### config.mk
export PLATFORM = sky130hd
export DESIGN_NAME = tcp_congestion_window_controller
export DESIGN_NICKNAME = d
export VERILOG_FILES = /design/src/design/tcwc_pkg.sv /design/src/design/tcwc_cfg.sv /design/src/design/tcwc_divider.sv /design/src/design/tcwc_datapath.sv /design/src/design/tcwc_ctrl.sv /design/src/design/tcp_congestion_window_controller.sv
export SDC_FILE = /design/constraint.sdc
export NUM_CORES = 2
export LEC_CHECK = 0
export ABC_AREA = 0
export BUFFER_PORTS_ARGS = -buffer_cell sky130_fd_sc_hd__buf_2
export CAP_MARGIN = 15
export CELL_PAD_IN_SITES_DETAIL_PLACEMENT = 2
export CELL_PAD_IN_SITES_GLOBAL_PLACEMENT = 2
export CORE_MARGIN = 2
export CORE_UTILIZATION = 25
export DETAILED_ROUTE_END_ITERATION = 8
export GPL_TIMING_DRIVEN = 0
export PLACE_DENSITY = 0.51
export SLEW_MARGIN = 40
export SYNTH_ARGS = -nofsm -noshare
export SYNTH_HDL_FRONTEND = slang
export SYNTH_SLANG_ARGS = --single-unit
export TNS_END_PERCENT = 100
### constraint.sdc
create_clock -name clk -period 24.8 [get_ports clk]
set_input_delay 4.96 -clock clk [delete_from_list [all_inputs] [get_ports clk]]
set_output_delay 4.96 -clock clk [all_outputs]
set_load 0.05 [all_outputs]
### src/design/tcwc_pkg.sv
// Package for the congestion window controller: shared constants, register
// map, datapath command codes and the structs between controller and datapath.
// No dependencies.
package tcwc_pkg;

    localparam int MAX_WIN_SEG_DEF = 1024;
    localparam int SEQ_W_DEF       = 48;
    localparam int TOTAL_W         = 48;
    localparam int ADDR_W          = 6;
    localparam int DATA_W          = 64;

    // register reset values
    localparam logic [15:0] SEG_RESET      = 16'd4000;
    localparam logic [10:0] INIT_LIM_RESET = 11'd512;
    localparam logic [10:0] TO_WIN_RESET   = 11'd256;
    localparam logic [6:0]  BURST_RESET    = 7'd32;
    localparam logic [3:0]  TRIG_RESET     = 4'd3;
    localparam logic [3:0]  DUP_MAX        = 4'd15;

    // register indexes (byte address is 8 times the index)
    localparam logic [2:0] REG_SEG      = 3'd0;
    localparam logic [2:0] REG_TOTAL    = 3'd1;
    localparam logic [2:0] REG_INIT_LIM = 3'd2;
    localparam logic [2:0] REG_TO_WIN   = 3'd3;
    localparam logic [2:0] REG_BURST    = 3'd4;
    localparam logic [2:0] REG_TRIG     = 3'd5;

    // event kinds
    localparam logic [1:0] MODE_START   = 2'd0;
    localparam logic [1:0] MODE_ACK     = 2'd1;
    localparam logic [1:0] MODE_TIMEOUT = 2'd2;
    localparam logic [1:0] MODE_UNUSED  = 2'd3;

    // phases
    localparam logic [1:0] PH_SLOW  = 2'd0;
    localparam logic [1:0] PH_AVOID = 2'd1;
    localparam logic [1:0] PH_RECOV = 2'd2;

    // datapath commands
    localparam logic [3:0] OP_NONE    = 4'd0;
    localparam logic [3:0] OP_LATCH   = 4'd1;
    localparam logic [3:0] OP_MAXW    = 4'd2;
    localparam logic [3:0] OP_START   = 4'd3;
    localparam logic [3:0] OP_TIMEOUT = 4'd4;
    localparam logic [3:0] OP_ACK     = 4'd5;
    localparam logic [3:0] OP_PHASE   = 4'd6;
    localparam logic [3:0] OP_AVOID   = 4'd7;
    localparam logic [3:0] OP_POP     = 4'd8;
    localparam logic [3:0] OP_POP2    = 4'd9;
    localparam logic [3:0] OP_SEND    = 4'd10;
    localparam logic [3:0] OP_NSEG    = 4'd11;
    localparam logic [3:0] OP_AVAIL   = 4'd12;
    localparam logic [3:0] OP_COMMIT  = 4'd13;
    localparam logic [3:0] OP_FINISH  = 4'd14;

    // divider operand selects
    localparam logic [1:0] DIV_AVOID = 2'd0;
    localparam logic [1:0] DIV_DIFF  = 2'd1;
    localparam logic [1:0] DIV_ROOM  = 2'd2;
    localparam logic [1:0] DIV_REM   = 2'd3;

    typedef struct packed {
        logic [15:0]        seg;
        logic [TOTAL_W-1:0] total;
        logic [10:0]        init_lim;
        logic [10:0]        to_win;
        logic [6:0]         burst;
        logic [3:0]         trig;
    } cfg_t;

    typedef struct packed {
        logic [3:0] op;
        logic       div_start;
        logic [1:0] div_sel;
        logic       idle;
    } cmd_t;

    typedef struct packed {
        logic [1:0] mode;
        logic       unack_nz;
        logic       ack_new;
        logic       ack_dup;
        logic       go_avoid;
        logic       pop_all;
        logic       rem_zero;
        logic       cnt_zero;
        logic       div_done;
        logic       out_free;
    } sts_t;

endpackage

### src/design/tcwc_cfg.sv
// Configuration register file behind the APB-style port.
// Depends on tcwc_pkg.
module tcwc_cfg
    import tcwc_pkg::*;
(
    input  logic              clk,
    input  logic              rst_n,
    input  logic              psel,
    input  logic              penable,
    input  logic              pwrite,
    input  logic [ADDR_W-1:0] paddr,
    input  logic [DATA_W-1:0] pwdata,
    output logic [DATA_W-1:0] prdata,
    output logic              pready,
    output cfg_t              cfg
);

    cfg_t cfg_reg;
    logic wr_en;

    assign pready = 1'b1;
    assign wr_en  = psel & penable & pwrite;
    assign cfg    = cfg_reg;

    // write a register on the access cycle
    always_ff @(posedge clk or negedge rst_n)
    begin
        if (!rst_n)
        begin
            cfg_reg.seg      <= SEG_RESET;
            cfg_reg.total    <= '0;
            cfg_reg.init_lim <= INIT_LIM_RESET;
            cfg_reg.to_win   <= TO_WIN_RESET;
            cfg_reg.burst    <= BURST_RESET;
            cfg_reg.trig     <= TRIG_RESET;
        end
        else if (wr_en)
        begin
            case (paddr[5:3])
                REG_SEG:      cfg_reg.seg      <= pwdata[15:0];
                REG_TOTAL:    cfg_reg.total    <= pwdata[TOTAL_W-1:0];
                REG_INIT_LIM: cfg_reg.init_lim <= pwdata[10:0];
                REG_TO_WIN:   cfg_reg.to_win   <= pwdata[10:0];
                REG_BURST:    cfg_reg.burst    <= pwdata[6:0];
                REG_TRIG:     cfg_reg.trig     <= pwdata[3:0];
                default:      ;
            endcase
        end
    end

    // read back
    always_comb
    begin
        case (paddr[5:3])
            REG_SEG:      prdata = DATA_W'(cfg_reg.seg);
            REG_TOTAL:    prdata = DATA_W'(cfg_reg.total);
            REG_INIT_LIM: prdata = DATA_W'(cfg_reg.init_lim);
            REG_TO_WIN:   prdata = DATA_W'(cfg_reg.to_win);
            REG_BURST:    prdata = DATA_W'(cfg_reg.burst);
            REG_TRIG:     prdata = DATA_W'(cfg_reg.trig);
            default:      prdata = '0;
        endcase
    end

endmodule

### src/design/tcwc_divider.sv
// Restoring divider, one quotient bit per cycle, done pulses after DIV_W steps.
// Depends on tcwc_pkg for the default of DIV_W.
module tcwc_divider
    import tcwc_pkg::*;
#(
    parameter int DIV_W = SEQ_W_DEF,
    parameter int DVS_W = 26
)
(
    input  logic             clk,
    input  logic             rst_n,
    input  logic             start,
    input  logic [DIV_W-1:0] dividend,
    input  logic [DVS_W-1:0] divisor,
    output logic [DIV_W-1:0] quo,
    output logic [DVS_W-1:0] rmd,
    output logic             done
);

    localparam int CNT_W = $clog2(DIV_W + 1);

    logic [DIV_W-1:0] q_reg;
    logic [DVS_W-1:0] r_reg;
    logic [DVS_W-1:0] d_reg;
    logic [CNT_W-1:0] cnt_reg;
    logic             done_reg;
    logic [DVS_W:0]   trial;
    logic             fits;

    assign trial = {r_reg, q_reg[DIV_W-1]};
    assign fits  = trial >= {1'b0, d_reg};
    assign quo   = q_reg;
    assign rmd   = r_reg;
    assign done  = done_reg;

    // count the iterations
    always_ff @(posedge clk or negedge rst_n)
    begin
        if (!rst_n)
        begin
            cnt_reg  <= '0;
            done_reg <= 1'b0;
        end
        else
        begin
            done_reg <= 1'b0;
            if (start)
            begin
                cnt_reg <= CNT_W'(DIV_W);
            end
            else if (cnt_reg != '0)
            begin
                cnt_reg <= cnt_reg - 1'b1;
                if (cnt_reg == CNT_W'(1))
                begin
                    done_reg <= 1'b1;
                end
            end
        end
    end

    // shift in one quotient bit a cycle
    always_ff @(posedge clk)
    begin
        if (start)
        begin
            q_reg <= dividend;
            r_reg <= '0;
            d_reg <= divisor;
        end
        else if (cnt_reg != '0)
        begin
            if (fits)
            begin
                r_reg <= DVS_W'(trial - {1'b0, d_reg});
                q_reg <= {q_reg[DIV_W-2:0], 1'b1};
            end
            else
            begin
                r_reg <= trial[DVS_W-1:0];
                q_reg <= {q_reg[DIV_W-2:0], 1'b0};
            end
        end
    end

endmodule

### src/design/tcwc_datapath.sv
// Datapath: window state, sequence state, shared multiplier, divider and the
// result register. Depends on tcwc_pkg and tcwc_divider.
module tcwc_datapath
    import tcwc_pkg::*;
#(
    parameter int MAX_WIN_SEG = MAX_WIN_SEG_DEF,
    parameter int SEQ_W       = SEQ_W_DEF
)
(
    input  logic             clk,
    input  logic             rst_n,
    input  cfg_t             cfg,
    input  cmd_t             cmd,
    input  logic [1:0]       mode,
    input  logic [SEQ_W-1:0] ack_index,
    input  logic             out_stall,
    output sts_t             sts,
    output logic             out_valid,
    output logic [10:0]      new_count,
    output logic [SEQ_W-1:0] new_first_seq,
    output logic [15:0]      new_last_bytes,
    output logic [6:0]       resend_count,
    output logic [SEQ_W-1:0] resend_first_seq,
    output logic [25:0]      current_window,
    output logic [25:0]      current_limit,
    output logic [1:0]       phase_out,
    output logic             transfer_done
);

    localparam int WIN_W = $clog2(MAX_WIN_SEG * 65535 + 1);
    localparam int CNT_W = $clog2(MAX_WIN_SEG + 1);
    localparam int DIV_W = (SEQ_W > TOTAL_W) ? SEQ_W : TOTAL_W;
    localparam logic [WIN_W-1:0] LIM_RESET = WIN_W'(
        ((MAX_WIN_SEG < 512) ? MAX_WIN_SEG : 512) * 4000);

    function automatic logic [WIN_W-1:0] clamp_win(input logic [31:0] v,
                                                   input logic [15:0] s,
                                                   input logic [WIN_W-1:0] mx);
        if (v < 32'(s))
            return WIN_W'(s);
        else if (v > 32'(mx))
            return mx;
        else
            return WIN_W'(v);
    endfunction

    function automatic logic [WIN_W-1:0] clamp_lim(input logic [31:0] v,
                                                   input logic [WIN_W-1:0] mx);
        if (v > 32'(mx))
            return mx;
        else
            return WIN_W'(v);
    endfunction

    // state
    logic [WIN_W-1:0]   win_reg, win_next;
    logic [WIN_W-1:0]   lim_reg, lim_next;
    logic [1:0]         phase_reg, phase_next;
    logic [3:0]         dup_reg, dup_next;
    logic [SEQ_W-1:0]   oldest_reg, oldest_next;
    logic [SEQ_W-1:0]   nxt_reg, nxt_next;
    logic [TOTAL_W-1:0] rem_reg, rem_next;
    logic [10:0]        unack_reg, unack_next;
    // per-event working values
    logic [1:0]         mode_reg, mode_next;
    logic [SEQ_W-1:0]   ack_reg, ack_next;
    logic [WIN_W-1:0]   maxw_reg, maxw_next;
    logic [19:0]        trigs_reg, trigs_next;
    logic [31:0]        prod_reg, prod_next;
    logic [10:0]        pop_reg, pop_next;
    logic [CNT_W-1:0]   npk_reg, npk_next;
    logic [CNT_W-1:0]   cnt_reg, cnt_next;
    logic               full_reg, full_next;
    logic [CNT_W-1:0]   rn_reg, rn_next;
    logic [SEQ_W-1:0]   nf_reg, nf_next;
    logic [15:0]        nl_reg, nl_next;
    logic [6:0]         rsn_reg, rsn_next;
    logic [SEQ_W-1:0]   rsf_reg, rsf_next;
    logic               out_valid_reg, out_valid_next;

    logic [15:0]        seg;
    logic [3:0]         trig;
    logic [15:0]        mul_a;
    logic [DIV_W-1:0]   dvd;
    logic [WIN_W-1:0]   dvs;
    logic [DIV_W-1:0]   quo;
    logic [WIN_W-1:0]   rmd;
    logic               div_done;
    logic [DIV_W-1:0]   ceilq;
    logic [WIN_W-1:0]   room;
    logic               use_n;
    logic [CNT_W-1:0]   cnt;
    logic [WIN_W-1:0]   half;
    logic [WIN_W-1:0]   half_s;
    logic [WIN_W-1:0]   lim_rec;
    logic [31:0]        tw_half;
    logic [TOTAL_W-1:0] sent;
    logic               out_take;

    assign seg  = (cfg.seg == '0) ? 16'd1 : cfg.seg;
    assign trig = (cfg.trig == '0) ? 4'd1 : cfg.trig;

    // shared divider
    tcwc_divider #(.DIV_W(DIV_W), .DVS_W(WIN_W)) u_div (
        .clk      (clk),
        .rst_n    (rst_n),
        .start    (cmd.div_start),
        .dividend (dvd),
        .divisor  (dvs),
        .quo      (quo),
        .rmd      (rmd),
        .done     (div_done)
    );

    // derived values
    assign room    = (32'(win_reg) > prod_reg) ? WIN_W'(32'(win_reg) - prod_reg) : '0;
    assign ceilq   = quo + DIV_W'(rmd != '0);
    assign use_n   = DIV_W'(npk_reg) < ceilq;
    assign cnt     = use_n ? npk_reg : CNT_W'(ceilq);
    assign half    = win_reg >> 1;
    assign half_s  = (half < WIN_W'(seg)) ? WIN_W'(seg) : half;
    assign lim_rec = clamp_lim(32'(half_s), maxw_reg);
    assign tw_half = (32'(half) > prod_reg) ? 32'(half) : prod_reg;
    assign sent    = full_reg ? rem_reg : TOTAL_W'(prod_reg);
    assign out_take = out_valid_reg & ~out_stall;

    // status to the controller
    always_comb
    begin
        sts.mode     = mode_reg;
        sts.unack_nz = unack_reg != '0;
        sts.ack_new  = ack_reg > oldest_reg;
        sts.ack_dup  = ack_reg == oldest_reg;
        sts.go_avoid = (phase_reg == PH_AVOID) && (dup_reg == '0);
        sts.pop_all  = ceilq >= DIV_W'(unack_reg);
        sts.rem_zero = rem_reg == '0;
        sts.cnt_zero = cnt == '0;
        sts.div_done = div_done;
        sts.out_free = ~out_valid_reg | ~out_stall;
    end

    // select divider operands
    always_comb
    begin
        case (cmd.div_sel)
            DIV_AVOID:
            begin
                dvd = DIV_W'(prod_reg);
                dvs = win_reg;
            end
            DIV_DIFF:
            begin
                dvd = DIV_W'(ack_reg - oldest_reg);
                dvs = WIN_W'(seg);
            end
            DIV_ROOM:
            begin
                dvd = DIV_W'(room);
                dvs = WIN_W'(seg);
            end
            default:
            begin
                dvd = DIV_W'(rem_reg);
                dvs = WIN_W'(seg);
            end
        endcase
    end

    // select multiplier operand; the other operand is always the segment size
    always_comb
    begin
        case (cmd.op)
            OP_LATCH: mul_a = 16'(MAX_WIN_SEG);
            OP_MAXW:
            begin
                case (mode_reg)
                    MODE_START:   mul_a = 16'(cfg.init_lim);
                    MODE_TIMEOUT: mul_a = 16'(cfg.to_win);
                    default:      mul_a = 16'(trig);
                endcase
            end
            OP_ACK:   mul_a = seg;
            OP_POP:   mul_a = 16'(ceilq[10:0]);
            OP_SEND:  mul_a = 16'(unack_reg);
            OP_AVAIL: mul_a = use_n ? 16'(cnt) : 16'(cnt - 1'b1);
            default:  mul_a = '0;
        endcase
    end

    assign prod_next = 32'(mul_a) * 32'(seg);

    // apply the current command
    always_comb
    begin
        win_next       = win_reg;
        lim_next       = lim_reg;
        phase_next     = phase_reg;
        dup_next       = dup_reg;
        oldest_next    = oldest_reg;
        nxt_next       = nxt_reg;
        rem_next       = rem_reg;
        unack_next     = unack_reg;
        mode_next      = mode_reg;
        ack_next       = ack_reg;
        maxw_next      = maxw_reg;
        trigs_next     = trigs_reg;
        pop_next       = pop_reg;
        npk_next       = npk_reg;
        cnt_next       = cnt_reg;
        full_next      = full_reg;
        rn_next        = rn_reg;
        nf_next        = nf_reg;
        nl_next        = nl_reg;
        rsn_next       = rsn_reg;
        rsf_next       = rsf_reg;
        out_valid_next = out_valid_reg & ~out_take;

        case (cmd.op)
            OP_LATCH:
            begin
                mode_next = mode;
                ack_next  = ack_index;
                rn_next   = '0;
                nl_next   = '0;
                rsn_next  = '0;
            end
            OP_MAXW:
            begin
                maxw_next = WIN_W'(prod_reg);
            end
            OP_START:
            begin
                win_next    = WIN_W'(seg);
                lim_next    = clamp_lim(prod_reg, maxw_reg);
                phase_next  = PH_SLOW;
                dup_next    = '0;
                oldest_next = '0;
                nxt_next    = '0;
                rem_next    = cfg.total;
                unack_next  = '0;
            end
            OP_TIMEOUT:
            begin
                if (unack_reg != '0)
                begin
                    lim_next   = clamp_lim(tw_half, maxw_reg);
                    win_next   = clamp_win(prod_reg, seg, maxw_reg);
                    phase_next = PH_SLOW;
                    rsn_next   = (11'(cfg.burst) < unack_reg) ? cfg.burst : 7'(unack_reg);
                    rsf_next   = oldest_reg;
                    dup_next   = '0;
                end
            end
            OP_ACK:
            begin
                trigs_next = prod_reg[19:0];
                if (unack_reg != '0)
                begin
                    if (ack_reg == oldest_reg)
                    begin
                        if (dup_reg != DUP_MAX)
                        begin
                            dup_next = dup_reg + 1'b1;
                        end
                    end
                    else if (ack_reg > oldest_reg)
                    begin
                        dup_next = '0;
                    end
                end
            end
            OP_PHASE:
            begin
                case (phase_reg)
                    PH_SLOW, PH_AVOID:
                    begin
                        if (dup_reg >= trig)
                        begin
                            lim_next   = lim_rec;
                            win_next   = clamp_win(32'(lim_rec) + 32'(trigs_reg), seg,
                                                   maxw_reg);
                            phase_next = PH_RECOV;
                            rsn_next   = 7'd1;
                            rsf_next   = oldest_reg;
                            dup_next   = '0;
                        end
                        else if (dup_reg == '0 && phase_reg == PH_SLOW)
                        begin
                            if (win_reg >= lim_reg)
                                phase_next = PH_AVOID;
                            else
                                win_next = clamp_win(32'(win_reg) + 32'(seg), seg, maxw_reg);
                        end
                    end
                    PH_RECOV:
                    begin
                        if (dup_reg != '0)
                        begin
                            win_next = clamp_win(32'(win_reg) + 32'(seg), seg, maxw_reg);
                        end
                        else
                        begin
                            win_next   = clamp_win(32'(lim_reg), seg, maxw_reg);
                            phase_next = PH_AVOID;
                        end
                    end
                    default: ;
                endcase
            end
            OP_AVOID:
            begin
                win_next = clamp_win(32'(win_reg) + 32'(quo[16:0]), seg, maxw_reg);
            end
            OP_POP:
            begin
                if (ceilq >= DIV_W'(unack_reg))
                begin
                    unack_next  = '0;
                    oldest_next = nxt_reg;
                end
                else
                begin
                    pop_next = ceilq[10:0];
                end
            end
            OP_POP2:
            begin
                unack_next  = unack_reg - pop_reg;
                oldest_next = oldest_reg + SEQ_W'(prod_reg);
            end
            OP_NSEG:
            begin
                npk_next = CNT_W'(ceilq);
            end
            OP_AVAIL:
            begin
                cnt_next  = cnt;
                full_next = ~use_n;
            end
            OP_COMMIT:
            begin
                rn_next    = cnt_reg;
                nf_next    = nxt_reg;
                nl_next    = full_reg ? 16'(rem_reg - TOTAL_W'(prod_reg)) : seg;
                nxt_next   = nxt_reg + SEQ_W'(sent);
                rem_next   = rem_reg - sent;
                unack_next = unack_reg + 11'(cnt_reg);
            end
            OP_FINISH:
            begin
                out_valid_next = 1'b1;
            end
            default: ;
        endcase
    end

    // control state
    always_ff @(posedge clk or negedge rst_n)
    begin
        if (!rst_n)
        begin
            win_reg       <= WIN_W'(SEG_RESET);
            lim_reg       <= LIM_RESET;
            phase_reg     <= PH_SLOW;
            dup_reg       <= '0;
            oldest_reg    <= '0;
            nxt_reg       <= '0;
            rem_reg       <= '0;
            unack_reg     <= '0;
            out_valid_reg <= 1'b0;
        end
        else
        begin
            win_reg       <= win_next;
            lim_reg       <= lim_next;
            phase_reg     <= phase_next;
            dup_reg       <= dup_next;
            oldest_reg    <= oldest_next;
            nxt_reg       <= nxt_next;
            rem_reg       <= rem_next;
            unack_reg     <= unack_next;
            out_valid_reg <= out_valid_next;
        end
    end

    // working values
    always_ff @(posedge clk)
    begin
        mode_reg  <= mode_next;
        ack_reg   <= ack_next;
        maxw_reg  <= maxw_next;
        trigs_reg <= trigs_next;
        prod_reg  <= prod_next;
        pop_reg   <= pop_next;
        npk_reg   <= npk_next;
        cnt_reg   <= cnt_next;
        full_reg  <= full_next;
        rn_reg    <= rn_next;
        nf_reg    <= nf_next;
        nl_reg    <= nl_next;
        rsn_reg   <= rsn_next;
        rsf_reg   <= rsf_next;
    end

    // load the result register
    always_ff @(posedge clk)
    begin
        if (cmd.op == OP_FINISH)
        begin
            new_count        <= 11'(rn_reg);
            new_first_seq    <= (rn_reg == '0) ? nxt_reg : nf_reg;
            new_last_bytes   <= nl_reg;
            resend_count     <= rsn_reg;
            resend_first_seq <= (rsn_reg == '0) ? oldest_reg : rsf_reg;
            current_window   <= 26'(win_reg);
            current_limit    <= 26'(lim_reg);
            phase_out        <= phase_reg;
            transfer_done    <= (rem_reg == '0) && (unack_reg == '0);
        end
    end

    assign out_valid = out_valid_reg;

endmodule

### src/design/tcwc_ctrl.sv
// Controller: sequences the datapath through the steps of one event.
// Depends on tcwc_pkg.
module tcwc_ctrl
    import tcwc_pkg::*;
(
    input  logic clk,
    input  logic rst_n,
    input  logic in_valid,
    input  sts_t sts,
    output cmd_t cmd
);

    localparam logic [4:0] S_IDLE    = 5'd0;
    localparam logic [4:0] S_MAXW    = 5'd1;
    localparam logic [4:0] S_START   = 5'd2;
    localparam logic [4:0] S_TIMEOUT = 5'd3;
    localparam logic [4:0] S_ACK     = 5'd4;
    localparam logic [4:0] S_PHASE   = 5'd5;
    localparam logic [4:0] S_AVOID_W = 5'd6;
    localparam logic [4:0] S_POP_D   = 5'd7;
    localparam logic [4:0] S_POP_W   = 5'd8;
    localparam logic [4:0] S_POP2    = 5'd9;
    localparam logic [4:0] S_SEND    = 5'd10;
    localparam logic [4:0] S_ROOM_D  = 5'd11;
    localparam logic [4:0] S_ROOM_W  = 5'd12;
    localparam logic [4:0] S_REM_D   = 5'd13;
    localparam logic [4:0] S_REM_W   = 5'd14;
    localparam logic [4:0] S_COMMIT  = 5'd15;
    localparam logic [4:0] S_FINISH  = 5'd16;

    logic [4:0] state_reg, state_next;

    // next state and command
    always_comb
    begin
        state_next    = state_reg;
        cmd.op        = OP_NONE;
        cmd.div_start = 1'b0;
        cmd.div_sel   = DIV_AVOID;
        cmd.idle      = 1'b0;
        case (state_reg)
            S_IDLE:
            begin
                cmd.idle = 1'b1;
                if (in_valid)
                begin
                    cmd.op     = OP_LATCH;
                    state_next = S_MAXW;
                end
            end
            S_MAXW:
            begin
                cmd.op = OP_MAXW;
                case (sts.mode)
                    MODE_START:   state_next = S_START;
                    MODE_ACK:     state_next = S_ACK;
                    MODE_TIMEOUT: state_next = S_TIMEOUT;
                    default:      state_next = S_FINISH;
                endcase
            end
            S_START:
            begin
                cmd.op     = OP_START;
                state_next = S_SEND;
            end
            S_TIMEOUT:
            begin
                cmd.op     = OP_TIMEOUT;
                state_next = S_FINISH;
            end
            S_ACK:
            begin
                cmd.op = OP_ACK;
                if (sts.unack_nz && (sts.ack_dup || sts.ack_new))
                    state_next = S_PHASE;
                else
                    state_next = S_FINISH;
            end
            S_PHASE:
            begin
                cmd.op = OP_PHASE;
                if (sts.go_avoid)
                begin
                    cmd.div_start = 1'b1;
                    cmd.div_sel   = DIV_AVOID;
                    state_next    = S_AVOID_W;
                end
                else if (sts.ack_new)
                    state_next = S_POP_D;
                else
                    state_next = S_FINISH;
            end
            S_AVOID_W:
            begin
                if (sts.div_done)
                begin
                    cmd.op     = OP_AVOID;
                    state_next = S_POP_D;
                end
            end
            S_POP_D:
            begin
                cmd.div_start = 1'b1;
                cmd.div_sel   = DIV_DIFF;
                state_next    = S_POP_W;
            end
            S_POP_W:
            begin
                if (sts.div_done)
                begin
                    cmd.op     = OP_POP;
                    state_next = sts.pop_all ? S_SEND : S_POP2;
                end
            end
            S_POP2:
            begin
                cmd.op     = OP_POP2;
                state_next = S_SEND;
            end
            S_SEND:
            begin
                cmd.op     = OP_SEND;
                state_next = sts.rem_zero ? S_FINISH : S_ROOM_D;
            end
            S_ROOM_D:
            begin
                cmd.div_start = 1'b1;
                cmd.div_sel   = DIV_ROOM;
                state_next    = S_ROOM_W;
            end
            S_ROOM_W:
            begin
                if (sts.div_done)
                begin
                    cmd.op     = OP_NSEG;
                    state_next = S_REM_D;
                end
            end
            S_REM_D:
            begin
                cmd.div_start = 1'b1;
                cmd.div_sel   = DIV_REM;
                state_next    = S_REM_W;
            end
            S_REM_W:
            begin
                if (sts.div_done)
                begin
                    cmd.op     = OP_AVAIL;
                    state_next = sts.cnt_zero ? S_FINISH : S_COMMIT;
                end
            end
            S_COMMIT:
            begin
                cmd.op     = OP_COMMIT;
                state_next = S_FINISH;
            end
            S_FINISH:
            begin
                if (sts.out_free)
                begin
                    cmd.op     = OP_FINISH;
                    state_next = S_IDLE;
                end
            end
            default: state_next = S_IDLE;
        endcase
    end

    // hold state
    always_ff @(posedge clk or negedge rst_n)
    begin
        if (!rst_n)
            state_reg <= S_IDLE;
        else
            state_reg <= state_next;
    end

endmodule

### src/design/tcp_congestion_window_controller.sv
// Top level of the congestion window controller: configuration port,
// controller and datapath. Depends on tcwc_pkg, tcwc_cfg, tcwc_ctrl, tcwc_datapath.
//
// Usage: an event request (mode, ack_index) enters on in_valid/in_stall and is
// accepted when in_valid is high and in_stall low. Each event gives exactly one
// result request on out_valid/out_stall, held steady while out_stall is high.
// One event is processed at a time; in_stall is high from acceptance until
// the result is written to the output register, and the next event is taken
// while that result still waits for the receiver.
// Each event needs a number of divisions on the shared bit-serial divider,
// each of D = max(SEQ_WIDTH, 48) divider steps of one bit per cycle:
//   unused mode, timeout or ignored acknowledgement: no division
//   start: two divisions, none with no data
//   acknowledgement: up to four divisions; a duplicate that changes no
//   segments needs none.
// The next request can be accepted in the cycle after the result is loaded.
// When the receiver stalls, the finished event waits in its last step until the
// output register frees.
// Reset: window one segment, limit initial segments times segment size,
// slow start, no outstanding data, registers at their reset values.
// Registers are written over the APB-style port at byte address 8*index.
module tcp_congestion_window_controller
    import tcwc_pkg::*;
#(
    parameter int MAX_WINDOW_SEGMENTS = MAX_WIN_SEG_DEF,
    parameter int SEQ_WIDTH           = SEQ_W_DEF
)
(
    input  logic                 clk,
    input  logic                 rst_n,
    input  logic                 psel,
    input  logic                 penable,
    input  logic                 pwrite,
    input  logic [ADDR_W-1:0]    paddr,
    input  logic [DATA_W-1:0]    pwdata,
    output logic [DATA_W-1:0]    prdata,
    output logic                 pready,
    input  logic                 in_valid,
    output logic                 in_stall,
    input  logic [1:0]           mode,
    input  logic [SEQ_WIDTH-1:0] ack_index,
    output logic                 out_valid,
    input  logic                 out_stall,
    output logic [10:0]          new_count,
    output logic [SEQ_WIDTH-1:0] new_first_seq,
    output logic [15:0]          new_last_bytes,
    output logic [6:0]           resend_count,
    output logic [SEQ_WIDTH-1:0] resend_first_seq,
    output logic [25:0]          current_window,
    output logic [25:0]          current_limit,
    output logic [1:0]           phase_out,
    output logic                 transfer_done
);

    cfg_t cfg;
    cmd_t cmd;
    sts_t sts;

    assign in_stall = ~cmd.idle;

    tcwc_cfg u_cfg (
        .clk     (clk),
        .rst_n   (rst_n),
        .psel    (psel),
        .penable (penable),
        .pwrite  (pwrite),
        .paddr   (paddr),
        .pwdata  (pwdata),
        .prdata  (prdata),
        .pready  (pready),
        .cfg     (cfg)
    );

    tcwc_ctrl u_ctrl (
        .clk      (clk),
        .rst_n    (rst_n),
        .in_valid (in_valid),
        .sts      (sts),
        .cmd      (cmd)
    );

    tcwc_datapath #(
        .MAX_WIN_SEG (MAX_WINDOW_SEGMENTS),
        .SEQ_W       (SEQ_WIDTH)
    ) u_dp (
        .clk              (clk),
        .rst_n            (rst_n),
        .cfg              (cfg),
        .cmd              (cmd),
        .mode             (mode),
        .ack_index        (ack_index),
        .out_stall        (out_stall),
        .sts              (sts),
        .out_valid        (out_valid),
        .new_count        (new_count),
        .new_first_seq    (new_first_seq),
        .new_last_bytes   (new_last_bytes),
        .resend_count     (resend_count),
        .resend_first_seq (resend_first_seq),
        .current_window   (current_window),
        .current_limit    (current_limit),
        .phase_out        (phase_out),
        .transfer_done    (transfer_done)
    );

    // an accepted event keeps the input stalled on the next cycle
    a_busy_after_accept: assert property (@(posedge clk) disable iff (!rst_n)
        in_valid && !in_stall |=> in_stall)
        else $error("input not stalled after accepting an event");

    // a fresh result only appears while the controller is finishing an event
    a_result_from_finish: assert property (@(posedge clk) disable iff (!rst_n)
        $rose(out_valid) |-> $past(cmd.op == OP_FINISH))
        else $error("result appeared without a finishing step");

    // reported phase is always a defined phase
    a_phase_defined: assert property (@(posedge clk) disable iff (!rst_n)
        out_valid |-> (phase_out == PH_SLOW || phase_out == PH_AVOID ||
                       phase_out == PH_RECOV))
        else $error("undefined phase reported");

    // hold a stalled result steady
    a_result_held: assert property (@(posedge clk) disable iff (!rst_n)
        out_valid && out_stall |=> out_valid &&
            $stable({new_count, new_first_seq, new_last_bytes, resend_count,
                     resend_first_seq, current_window, current_limit, phase_out,
                     transfer_done}))
        else $error("stalled result changed");

endmodule

After elaboration in Yosys (flattened, before gate mapping)
Cells that the tools add are included.

word-level totals
  bits in registers = 900
  input bits = 127
  output and inout bits = 252
  word-level logic and storage cells = 313

operators by class
  add/sub/neg operators = 16
  multipliers = 1
  order comparisons = 22
  equality and inequality tests = 62
  multiplexer cells = 105
  bitwise logic cells = 11
  reduce and logical (&&, ||, !) cells = 51

operators with widths
  cell                                          number
  two-way mux 26 bit                            22
  two-way mux 48 bit                            9
  case mux 48 bit (2 select lines)              3
  case mux 48 bit (3 select lines)              2
  case mux 48 bit (6 select lines)              1
  greater-than comparator 32 x 26 -> 1 bit      5
  less-than comparator 32 x 16 -> 1 bit         4
  case mux 26 bit (4 select lines)              1
  case mux 16 bit (6 select lines)              1
  subtractor 48 bit                             2
  case mux 26 bit (3 select lines)              1
  case mux 5 bit (15 select lines)              1
  two-way mux 16 bit                            4
  case mux 4 bit (14 select lines)              1
  two-way mux 5 bit                             11
  greater-than comparator 26 bit                2
  case mux 26 bit (2 select lines)              1
  subtractor 26 bit                             2
  adder 48 x 1 -> 48 bit                        1
  adder 48 x 32 -> 48 bit                       1
  adder 48 bit                                  1
  == test 48 bit                                1
  greater-or-equal comparator 48 x 11 -> 1 bit  1
  greater-than comparator 48 bit                1
  other kinds (84)                              189

Depth between registers and ports, before layout
  word-level depth = 13
  mapped depth = 51
  gate-level depth less buffers = 45

Hierarchy
A second synthesis with hierarchy kept.

second synthesis, totals
  cells, all modules = 8108
  area total of the unflattened synthesis = 75102.0 µm²

by module, submodules not included
  module                            times used  cells an instance  area an instance (µm²)  sequential area each (µm²)
  tcwc_datapath                     1           7111               63763.7                 19373.6
  tcwc_divider                      1           537                5889.4                  2917.8
  tcwc_cfg                          1           339                4639.4                  2441.1
  tcwc_ctrl                         1           120                805.8                   125.1
  tcp_congestion_window_controller  1           1                  3.8                     0.0

Least setup slack after synthesis
OpenSTA, ideal clock, no wires.

  path kind = input-to-reg
  from = in out_stall
  to = reg u_dp.win_reg[14]
  setup time = 83 ps
  data arrival time = 16015 ps
  data required time = 24717 ps
  slack = 8702 ps
  cell stages on the path = 12
  buffers on the path = 2
  cell sequence = a21oi_1 > nor2_1 > nand2_1 > or3_1 > nor2_1 > nor2_1 > a221oi_1 > clkbuf_1 > and2_0 > clkbuf_1 > a31o_2 > o21ai_0

on the way
  cells in the longest elaborated chain, start to end = 7
  elaborated cells on any way between the ends = 15
  classes of those cells = eq/ne (8); mux (3); bitwise (2); reduce/logical (2)

RTL lines
  element                                                                  line                                    source
  start, declared                                                          tcp_congestion_window_controller.sv:43  input logic out_stall,
  inverter 1 bit *                                                         tcwc_datapath.sv:139                    sts.out_free = ~out_valid_reg | ~out_stall;
  bitwise OR 1 bit *                                                       tcwc_datapath.sv:139
  two-way mux 4 bit *                                                      tcwc_ctrl.sv:160                        if (sts.out_free)
  case mux 4 bit (14 select lines) *                                       tcwc_ctrl.sv:41                         case (state_reg)
  == test 4 x 3 -> 1 bit / == test 4 x 2 -> 1 bit (equally long branches)  n/a
  != test 4 x 3 -> 1 bit (no line) (tied with other cells)                 n/a
  AND reduction 5 bit (no line)                                            n/a
  end signal, assigned                                                     tcwc_datapath.sv:362                    win_reg <= WIN_W'(SEG_RESET);
  end signal, assigned                                                     tcwc_datapath.sv:374                    win_reg <= win_next;
  end, declared                                                            tcwc_datapath.sv:56                     logic [WIN_W-1:0] win_reg, win_next;

Every way passes the cells marked *; elsewhere a longest branch is shown, timed or not.
A chain may end at the register's enable or synchronous reset.

Final worst setup path
  from = reg u_cfg.cfg_reg, in the netlist u_cfg.cfg[82]
  to = reg u_dp.win_reg[25]

on the way
  cells in the longest elaborated chain, start to end = 13
  elaborated cells on any way between the ends = 29
  classes of those cells = add/sub (2); order compare (9); mux (17); reduce/logical (1)

RTL lines
  element                                   line                  source
  start, declared                           tcwc_cfg.sv:18        cfg_t cfg_reg;
  logical NOT 16 bit                        tcwc_datapath.sv:100  assign seg = (cfg.seg == '0) ? 16'd1 : cfg.seg;
  two-way mux 16 bit *                      tcwc_datapath.sv:100
  less-than comparator 25 x 16 -> 1 bit     tcwc_datapath.sv:121  assign half_s = (half < WIN_W'(seg)) ? WIN_W'(seg) : half;
  two-way mux 25 bit                        tcwc_datapath.sv:121
  greater-than comparator 26 bit            tcwc_datapath.sv:49   if (v > 32'(mx))
  two-way mux 26 bit                        tcwc_datapath.sv:49
  adder 26 x 20 -> 27 bit                   tcwc_datapath.sv:280  win_next = clamp_win(32'(lim_rec) + 32'(trigs_reg), seg,
  greater-than comparator 32 x 26 -> 1 bit  tcwc_datapath.sv:41   else if (v > 32'(mx))
  two-way mux 26 bit                        tcwc_datapath.sv:41
  two-way mux 26 bit                        tcwc_datapath.sv:39   if (v < 32'(s))
  two-way mux 26 bit                        tcwc_datapath.sv:277  if (dup_reg >= trig)
  case mux 26 bit (2 select lines)          tcwc_datapath.sv:274  case (phase_reg)
  case mux 26 bit (4 select lines) *        tcwc_datapath.sv:218  case (cmd.op)

Every way passes the cells marked *; elsewhere a longest branch is shown, timed or not. The select of a mux whose other input is x is not followed.

==> metrics.cfg <==
[place]
pre_cts_slack_ns = 8.78
io_buffer_count = 340
gp_congestion = 0.918
dp_hpwl_mm = 326
place_area_um2 = 81300

[die]
core.rowCount = 198
die_h_um = 545
fp.coreArea_um2 = 291000
start_util = 0.251
die_w_um = 545
dieArea_um2 = 297000
pin_count = 379

[clock_network]
cts_hold_buffers = 0
cts_max_level = 3
cts_buffers = 121
path_clk_slew_ns = 0.06
clock_latency_ns = 0.84
cts_tree = yes
cts_resized = 0
ctsRootBufferMaster = clkbuf_16
post-cts-setup-buffers = 0
cts_sinks = 900
clockBufferDepth = 3

[sta]
finalCritPeriodShare = 0.674
min_period_ns = 16.73
maxSlewHeadroom = 0.347
final.setup.worst_slack_ns = 8.07
timing.setup.tns_ns = 0
skew_ns = 0.0923
maxSlewViolCount = 0
hold_viol_final = 0
rsz0062_at_grt = false
fmax_ghz = 0.0598
worstMarginPinSlew_ns = 0.972
finalSetupViolations = 0

[power]
powerDensity_nw_per_um2 = 152
p_leak_nw = 36.9
p_sw_frac = 0.536
vdd_drop_max_v = 0.0000792
pwr-share-comb = 0.623
intPower_mw = 6.06
p_clk_frac = 0.151
power.switching_mw = 6.99
power_frac_seq = 0.226
power_mw = 13.1

[run_status]
status = complete, no violations

[detailed_routing]
wl_per_cell_um = 33.2
dr.first_iter.drc_count = 5724
via_count = 67200
dr.pass1.iters = 6
drt-total-wl_mm = 410
drc = 0
vias_per_cell = 5.43
antenna_left = 0

[cells_and_area]
largest_register_ffs = 97
seq_area_um2 = 24900
drive_gt1_frac = 0.135
syn_to_final_growth_pct = 17.4
fin_nets = 9434
multiInputGateArea_um2 = 44900
final_util = 0.295
design_area_um2 = 85800
n_fill_cell = 32600

[global_routing]
grt.overflow.total = 0
grt_pass1_vias = 70900
grt_usage = 0.271
antenna_found_initial = 39
grt_pass1_wl_mm = 567
grt_start_max_net_pins = 71

[synth]
yosysMostFrequentCell = ha_1
synth_common_cells = ha_1, nand2_1, inv_1, a21oi_1, edfxtp_1
synth.cell_area_um2 = 73100
synth_flop_cell = edfxtp_1
ys.warnings.count = 0
synth-seq-cells = 900
syn_area_per_cell_um2 = 9.35
yosysTopAreaCell = edfxtp_1
ys_top_cells_by_area = edfxtp_1, ha_1, dfrtp_1
yosysUniqueCellTypes = 107
async_flop_share = 0.359
netlist_instances = 7813
seq_area_frac_synth = 0.340
synth_top_area_frac = 0.213
synth_edf_count = 519

[critical_path]
worstSetupStartpointType = register
critPathMaxFanout = 10
critPathLaunch = u_cfg.cfg[82]$_DFFE_PN0P_
cp.required_ns = 25.46
arrival_ns = 17.38
cpMaxStageDelayCell = mux2i_1
critPathCapture = u_dp.win_reg[25]$_DFFE_PN0P_
cp-end-kind = register
cp_slowest_stage_delay_ns = 0.79
r2r-start = u_cfg.cfg[82]$_DFFE_PN0P_
rrSetupSlack_ns = 8.07
path_class = register to register
critPathMostFrequentCell = clkbuf_1
reg2reg_depth = 51
r2r-end = u_dp.win_reg[25]$_DFFE_PN0P_

[job]
drv_cap = 0

[hold_path]
hp-class = register to register

[kinds of logic (layout without fill, tap and decap cells)]
| group | Yosys count | count (layout) | share of synthesized area |
|---|---|---|---|
| other | 2 | 27 | 0.000103 |
| AOI/OAI and AO/OA | 2166 | 2166 | 0.193 |
| DFF | 900 | 900 | 0.340 |
| adders and majority gates | 959 | 959 | 0.185 |
| and+or+nand+nor | 2157 | 2157 | 0.142 |
| muxes | 328 | 328 | 0.0489 |
| buffers and inverters | 977 | 1609 | 0.0524 |
| xor gates and xnor gates | 324 | 324 | 0.0388 |
[cells in the final DEF (no fill, tap or decap), drive strengths merged, types with 126 or more instances in the layout]
cell / n
a21o: 268
xnor2: 198
mux2: 192
o21ai: 473
buf: 479
edfxtp: 519
nand2: 711
nor2: 501
and2: 209
mux2i: 132
inv: 610
xor2: 126
dfrtp: 300
a21oi: 583
ha: 751
fa: 205
nand3: 126
clkbuf: 441
[worst min path at each step]
stage	from	end	slack [ns]	cells past startpoint
final	u_dp.nl_reg[0]$_SDFFCE_PN0P_	u_dp.new_last_bytes[0]$_DFFE_PP_	0.43	0
after global routing	u_dp.nl_reg[2]$_SDFFCE_PN0P_	u_dp.new_last_bytes[2]$_DFFE_PP_	0.44	0
after CTS	u_dp.oldest_reg[6]$_DFFE_PN0P_	u_dp.rsf_reg[6]$_DFFE_PP_	0.42	0
after detailed placement	u_dp.nl_reg[2]$_SDFFCE_PN0P_	u_dp.new_last_bytes[2]$_DFFE_PP_	0.41	0
after global placement	u_dp.nl_reg[5]$_SDFFCE_PN0P_	u_dp.new_last_bytes[5]$_DFFE_PP_	0.41	0
after floorplan	u_dp.nl_reg[0]$_SDFFCE_PN0P_	u_dp.new_last_bytes[0]$_DFFE_PP_	0.40	0
[area by class of cell]
class,instances,area share
sequential,900,0.290
inverter,601,0.0264
buffer,376,0.0195
multi-input combinational,5951,0.523
clock inverter,88,0.0137
timing repair buffer,400,0.0325
clock buffer,144,0.0377
tap,3900,0.0569
antenna,10,0.000292
[power by group through the flow]
stage / Clock, mW / Sequential (mW) / Combinational (mW)
6_report: 1.97 / 2.95 / 8.14
5_1_grt: 2.07 / 2.96 / 8.83
4_1_cts: 2.02 / 2.92 / 8.04
3_5_place_dp: 0 / 2.94 / 7.98
3_3_place_gp: 0 / 2.99 / 7.62
2_1_floorplan: 0 / 2.41 / 5.01
[through the flow]
| stage | std cells | hold slack, ns |
|---|---|---|
| after floorplan | 7828 | 0.400 |
| after global placement | 12100 | 0.406 |
| after detailed placement | 12100 | 0.406 |
| after CTS | 12400 | 0.416 |
| after global routing | 12400 | 0.444 |
| final | 12400 | 0.428 |
[layer usage]
layer  wire (µm)  share of wire  global-route usage  vias up
met5          20       0.000049                   0        -
met4       15500          0.038              0.0905        4
met3       20800          0.051              0.0310      553
met2      182000           0.44               0.428     2060
met1      192000           0.47               0.381    35100
li1            -              -                   -    29500
[critical path: cells and delay by family, from the launching register on]
kind / cells / cell delay [ns]
AOI/OAI and AO/OA: 25 / 6.16
xor gates and xnor gates: 1 / 0.27
adders and majority gates: 3 / 1.06
buffers and inverters: 11 / 4.94
DFF: 1 / 0.36
muxes: 2 / 0.98
and+or+nand+nor: 9 / 2.74
Note: power is estimated with default switching activity, not from simulation.
